**src/vnacc_pkg.sv**
```systemverilog
package vnacc_pkg;

  localparam int unsigned MAX_VERTICES = 4096;
  localparam int unsigned IDX_W        = $clog2(MAX_VERTICES);
  localparam int unsigned COORD_BITS   = 24;
  localparam int unsigned ACC_BITS     = 56;

  // field widths of the transactions
  localparam int unsigned FLD_IDX_W   = 12;
  localparam int unsigned FLD_COORD_W = 24;
  localparam int unsigned NRM_W       = 16;

  // cross product datapath
  localparam int unsigned DIFF_W = COORD_BITS + 1;
  localparam int unsigned PROD_W = 2 * DIFF_W;
  localparam int unsigned CRS_W  = PROD_W + 1;

  // normaliser datapath: leading bit lands at MAG_TOP
  localparam int unsigned MAG_TOP = 29;
  localparam int unsigned MAG_W   = MAG_TOP + 1;
  localparam int unsigned SQ_W    = 2 * MAG_W;
  localparam int unsigned SUM_W   = SQ_W + 2;
  localparam int unsigned BIT_W   = SUM_W + 1;
  localparam int unsigned LEN_W   = MAG_W + 1;
  localparam int unsigned QUO_W   = NRM_W + 1;
  localparam int unsigned NUM_W   = MAG_W + NRM_W + 1;

  localparam logic [1:0] FUNC_WRITE = 2'd0;
  localparam logic [1:0] FUNC_TRI   = 2'd1;
  localparam logic [1:0] FUNC_READ  = 2'd2;

  typedef struct packed {
    logic [1:0]                     func;
    logic [FLD_IDX_W-1:0]           index_a;
    logic [FLD_IDX_W-1:0]           index_b;
    logic [FLD_IDX_W-1:0]           index_c;
    logic signed [FLD_COORD_W-1:0]  coord_x;
    logic signed [FLD_COORD_W-1:0]  coord_y;
    logic signed [FLD_COORD_W-1:0]  coord_z;
  } vnacc_in_t;

  typedef struct packed {
    logic [1:0]               kind;
    logic signed [NRM_W-1:0]  normal_x;
    logic signed [NRM_W-1:0]  normal_y;
    logic signed [NRM_W-1:0]  normal_z;
    logic                     degenerate;
    logic                     saturated;
  } vnacc_out_t;

endpackage

```
**src/vnacc_norm.sv**
```systemverilog
module vnacc_norm import vnacc_pkg::*; (
  input  logic                      clk_i,
  input  logic                      rst_ni,
  input  logic                      start_i,
  input  logic [3*ACC_BITS-1:0]     acc_i,
  output logic                      done_o,
  output logic [3*NRM_W-1:0]        nrm_o
);

  typedef enum logic [5:0] {
    N_IDLE  = 6'b000001,
    N_SHIFT = 6'b000010,
    N_SQ    = 6'b000100,
    N_SQRT  = 6'b001000,
    N_DIVI  = 6'b010000,
    N_DIV   = 6'b100000
  } nstate_e;

  nstate_e              state_q;
  logic [ACC_BITS-1:0]  mag_q [3];
  logic                 neg_q [3];
  logic [4:0]           cnt_q;
  logic [1:0]           comp_q;
  logic [SQ_W-1:0]      prod_q;
  logic [SUM_W-1:0]     sum_q;
  logic [SUM_W-1:0]     rem_q;
  logic [BIT_W-1:0]     res_q;
  logic [BIT_W-1:0]     bit_q;
  logic [LEN_W-1:0]     len;
  logic [NUM_W-1:0]     num_init;
  logic [QUO_W-1:0]     num_q;
  logic [LEN_W:0]       r_q;
  logic [QUO_W-1:0]     q_q;
  logic [QUO_W-1:0]     q_fin;
  logic [LEN_W+1:0]     div_t;
  logic [LEN_W:0]       div_d;
  logic                 div_ge;
  logic [BIT_W:0]       sq_t;
  logic [ACC_BITS-1:0]  or_mag;
  logic [NRM_W-1:0]     q_clip;
  logic [NRM_W-1:0]     nrm_q [3];
  logic                 done_q;

  assign or_mag   = mag_q[0] | mag_q[1] | mag_q[2];
  assign len      = res_q[LEN_W-1:0];
  assign num_init = {mag_q[comp_q][MAG_W-1:0], {NRM_W{1'b0}}} + NUM_W'(len);
  assign div_d    = {len, 1'b0};
  assign div_t    = {r_q, num_q[QUO_W-1]};
  assign div_ge   = div_t >= (LEN_W+2)'(div_d);
  assign q_fin    = {q_q[QUO_W-2:0], div_ge};
  assign q_clip   = (q_fin > QUO_W'({1'b0, {(NRM_W-1){1'b1}}})) ?
                    {1'b0, {(NRM_W-1){1'b1}}} : q_fin[NRM_W-1:0];
  assign sq_t     = (BIT_W+1)'(res_q) + (BIT_W+1)'(bit_q);

  always_ff @(posedge clk_i or negedge rst_ni) begin
    if (!rst_ni) begin
      state_q <= N_IDLE;
      done_q  <= 1'b0;
    end else begin
      done_q <= 1'b0;
      case (state_q)
        N_IDLE: begin
          if (start_i) state_q <= N_SHIFT;
        end
        N_SHIFT: begin
          if (!(|or_mag[ACC_BITS-1:MAG_W]) && or_mag[MAG_TOP]) state_q <= N_SQ;
        end
        N_SQ: begin
          if (cnt_q == 5'd3) state_q <= N_SQRT;
        end
        N_SQRT: begin
          if (cnt_q == 5'd31) state_q <= N_DIVI;
        end
        N_DIVI: begin
          state_q <= N_DIV;
        end
        N_DIV: begin
          if (cnt_q == 5'(QUO_W - 1)) begin
            if (comp_q == 2'd2) begin
              state_q <= N_IDLE;
              done_q  <= 1'b1;
            end else begin
              state_q <= N_DIVI;
            end
          end
        end
        default: state_q <= N_IDLE;
      endcase
    end
  end

  always_ff @(posedge clk_i) begin
    case (state_q)
      N_IDLE: begin
        for (int j = 0; j < 3; j++) begin
          neg_q[j] <= acc_i[(2-j)*ACC_BITS + ACC_BITS-1];
          mag_q[j] <= acc_i[(2-j)*ACC_BITS + ACC_BITS-1] ?
                      (~acc_i[(2-j)*ACC_BITS +: ACC_BITS] + 1'b1) :
                      acc_i[(2-j)*ACC_BITS +: ACC_BITS];
        end
        cnt_q  <= '0;
        sum_q  <= '0;
        comp_q <= '0;
      end
      N_SHIFT: begin
        // walk the leading bit to its target, one place a cycle
        for (int j = 0; j < 3; j++) begin
          if (|or_mag[ACC_BITS-1:MAG_W]) mag_q[j] <= mag_q[j] >> 1;
          else if (!or_mag[MAG_TOP])     mag_q[j] <= mag_q[j] << 1;
        end
      end
      N_SQ: begin
        if (cnt_q < 5'd3)
          prod_q <= mag_q[cnt_q[1:0]][MAG_W-1:0] * mag_q[cnt_q[1:0]][MAG_W-1:0];
        if (cnt_q != 5'd0) sum_q <= sum_q + SUM_W'(prod_q);
        if (cnt_q == 5'd3) begin
          rem_q <= sum_q + SUM_W'(prod_q);
          res_q <= '0;
          bit_q <= {1'b1, {(BIT_W-1){1'b0}}};
          cnt_q <= '0;
        end else begin
          cnt_q <= cnt_q + 5'd1;
        end
      end
      N_SQRT: begin
        if ((BIT_W+1)'(rem_q) >= sq_t) begin
          rem_q <= rem_q - sq_t[SUM_W-1:0];
          res_q <= (res_q >> 1) + bit_q;
        end else begin
          res_q <= res_q >> 1;
        end
        bit_q <= bit_q >> 2;
        cnt_q <= cnt_q + 5'd1;
      end
      N_DIVI: begin
        r_q   <= (LEN_W+1)'(num_init[NUM_W-1:QUO_W]);
        num_q <= num_init[QUO_W-1:0];
        q_q   <= '0;
        cnt_q <= '0;
      end
      N_DIV: begin
        r_q   <= div_ge ? (div_t[LEN_W:0] - div_d) : div_t[LEN_W:0];
        q_q   <= q_fin;
        num_q <= num_q << 1;
        cnt_q <= cnt_q + 5'd1;
        if (cnt_q == 5'(QUO_W - 1)) begin
          nrm_q[comp_q] <= neg_q[comp_q] ? (~q_clip + 1'b1) : q_clip;
          comp_q        <= comp_q + 2'd1;
        end
      end
      default: ;
    endcase
  end

  assign done_o = done_q;
  assign nrm_o  = {nrm_q[0], nrm_q[1], nrm_q[2]};

endmodule

```
**config.mk**
```make
export PLATFORM = sky130hd
export DESIGN_NAME = vnacc_norm
export DESIGN_NICKNAME = d
export VERILOG_FILES = /design/src/vnacc_pkg.sv /design/src/vnacc_norm.sv
export SDC_FILE = /design/constraint.sdc
export NUM_CORES = 2
export LEC_CHECK = 0
export BUFFER_PORTS_ARGS = -buffer_cell sky130_fd_sc_hd__clkbuf_2
export CAP_MARGIN = 20
export CORE_MARGIN = 5
export CORE_UTILIZATION = 30
export DETAILED_ROUTE_END_ITERATION = 8
export GPL_ROUTABILITY_DRIVEN = 0
export PLACE_DENSITY = 0.43
export REMOVE_ABC_BUFFERS = 1
export SYNTH_ARGS = -nofsm -noshare
export SYNTH_HDL_FRONTEND = slang
export SYNTH_SLANG_ARGS = --single-unit
```
**constraint.sdc**
```tcl
create_clock -name clk_i -period 13.3 [get_ports clk_i]
set_input_delay 1.33 -clock clk_i [delete_from_list [all_inputs] [get_ports clk_i]]
set_output_delay 1.33 -clock clk_i [all_outputs]
set_load 0.05 [all_outputs]
```
==> impl_metrics.json <==
{
  "status": "completed",
  "syn_avg_cell_area_um2": 9.13,
  "cp_data_arrival_time_ns": 10.74,
  "setup_viol": 0,
  "initial_utilization": 0.301,
  "design.core.area_um2": 224000,
  "dp_slack_ns": 3.04,
  "num_vias": 54100,
  "die_w_um": 484,
  "ant_nets": 0,
  "yosysTopAreaCell": "edfxtp_1",
  "dp.final_hpwl_mm": 185,
  "fill_cells": 23300,
  "clk_pin_slew_ns": 0.06,
  "crit_fanout": 45,
  "drt-initial-drc-count": 4057,
  "cts_root_buffer": "clkbuf_16",
  "tns_ns": 0,
  "synth_top_area_frac": 0.253,
  "drc": 0,
  "cts_tree": "yes",
  "period_minus_slack_ns": 10.32,
  "synth.most_common_cell": "inv_1",
  "critPathRequiredTime_ns": 13.72,
  "vias_per_cell": 5.13,
  "slew_headroom": 0.153,
  "synth-main-ff-cell": "edfxtp_1",
  "synth_edf_count": 568,
  "crit_top_cell": "fa_1",
  "worstMarginPinSlew_ns": 1.26,
  "syn-cell-area_um2": 67300,
  "seq_area_frac_synth": 0.257,
  "synthCells": 7375,
  "ys_ff_latch": 580,
  "fmax_mhz": 96.9,
  "cts.sinks": 580,
  "die-area_um2": 234000,
  "ios": 220,
  "slew_viol_final": 0,
  "cts_max_level": 3,
  "overflow": 0,
  "first_pass_iters": 6,
  "ys_types": 82,
  "io_buffers": 219,
  "fin_area_um2": 74600,
  "finalHoldViolations": 0,
  "rows": 174,
  "grt.total_usage": 0.196,
  "hold_buffers": 0,
  "numCtsBuffers": 74,
  "grt_start_max_net_pins": 83,
  "hp-class": "input pin to async pin",
  "postCtsSetupRepairBufs": 0,
  "worst_slack_ns": 2.98,
  "drive_gt1_frac": 0.0720,
  "wl_per_cell_um": 22.3,
  "rsz0062_at_grt": "no",
  "placed_area_um2": 72000,
  "totalWireLength_mm": 235,
  "async_flop_share": 0.0121,
  "grt_pass1_vias": 54500,
  "critPathSlowestCell": "nor4b_1",
  "insertion_delay_ns": 0.70,
  "antenna_found_initial": 19,
  "clk_path_buf_depth": 3,
  "fin_cells": 10500,
  "grt_pass1_wl_mm": 353,
  "worstSetupStartpointType": "flip-flop",
  "fp.dieH_um": 484,
  "synth_area_leaders": "edfxtp_1 25%, fa_1 21%, ha_1 9.2%",
  "synth_common_cells": "1041 x inv_1, 781 x nand2_1, 711 x fa_1",
  "period_share": 0.776,
  "cts_resized": 0,
  "synth_warnings": 0,
  "cp-end-kind": "flip-flop",
  "fin_worst_skew_ns": 0.0380,
  "dp.cells": 10400,
  "fin_nets": 8863,
  "syn2layout_area_growth_pct": 10.8,
  "max_cap_violations": 0,
  "worstSetupPathType": "flip-flop to flip-flop",
  "slowest_delay_ns": 0.60
}
==> stage by stage <==
stage                util  hold WS [ns]
floorplan               -         0.484
global placement    0.322         0.498
detailed placement  0.322         0.504
CTS                 0.332         0.449
global route        0.333         0.471
finish              0.333         0.504
==> worst paths after layout <==
path	from	end	slack (ns)	depth (start not counted)
max reg2reg	flip-flop	prod_q[58]$_DFFE_PP_	2.98	32
max	flip-flop	prod_q[58]$_DFFE_PP_	2.98	32
min reg2reg	num_q[8]$_DFFE_PN_	num_q[9]$_DFFE_PN_	0.51	2
min in group clk_i	num_q[8]$_DFFE_PN_	num_q[9]$_DFFE_PN_	0.51	2
min	rst_ni	done_o$_DFF_PN0_	0.50	1
max in group asynchronous	rst_ni	state_q[0]$_DFFE_PN1P_	12.54	1
==> per-layer routing <==
metal	share of wire	up-vias	wire length, µm	track usage
met1	0.48	27200	112000	0.285
met2	0.45	1401	106000	0.309
met5	0.00014	-	34	0
li1	-	25300	-	-
met3	0.053	262	12400	0.0273
met4	0.022	6	5090	0.0414
==> area by class of cell <==
type	count	area (µm²)	share of cell area
Inverter	1050	3940	0.0529
Timing Repair Buffer	331	1980	0.0266
Clock buffer	82	1890	0.0254
Sequential cell	580	17300	0.232
Multi-Input combinational cell	5450	45100	0.605
Clock inverter	48	553	0.00741
Tap cell	2992	3740	0.0502
Antenna cell	8	20.0	0.000268
==> flip-flops by register name, indices dropped and copies added, names as in the netlist, named ones only <==
| register | cells |
|---|---|
| res_q | 63 |
| r_q | 32 |
| nrm_q | 48 |
| neg_q | 3 |
| mag_q | 168 |
| cnt_q | 5 |
| comp_q | 2 |
| done_o | 1 |
| state_q | 6 |
| q_q | 16 |
| bit_q | 32 |
| sum_q | 62 |
| prod_q | 59 |
| num_q | 17 |
| rem_q | 62 |
==> placed cells by master (no fill, tap or decap), drive strengths merged, types with 110 or more instances in the layout <==
cell type	instances
a21o	126
a21oi	434
buf	110
clkbuf	303
edfxtp	568
fa	711
ha	494
inv	1044
nand2	781
nor2	628
o21ai	464
xnor2	265
xor2	229
==> critical path: cells and delay by family, from the launching register on <==
family          cells  cell delay [ns]
compound gates     10             2.54
buf+inv             9             1.47
fa+ha+maj           9             4.45
simple gates        3             0.84
xor+xnor            1             0.09
flops               1             0.57
==> cell families after synthesis <==
group                      after synthesis  share of synthesized area
xor gates and xnor gates               494                     0.0643
buffers and inverters                 1345                     0.0750
and+or+nand+nor                       2072                      0.139
AOI/OAI and AO/OA                     1575                      0.145
adders and majority gates             1205                      0.303
muxes                                  104                     0.0155
DFF                                    580                      0.257
Power is left out: the tool's default activity adds up to more than one toggle a clock period on the data nets, which glitch-free logic cannot reach.
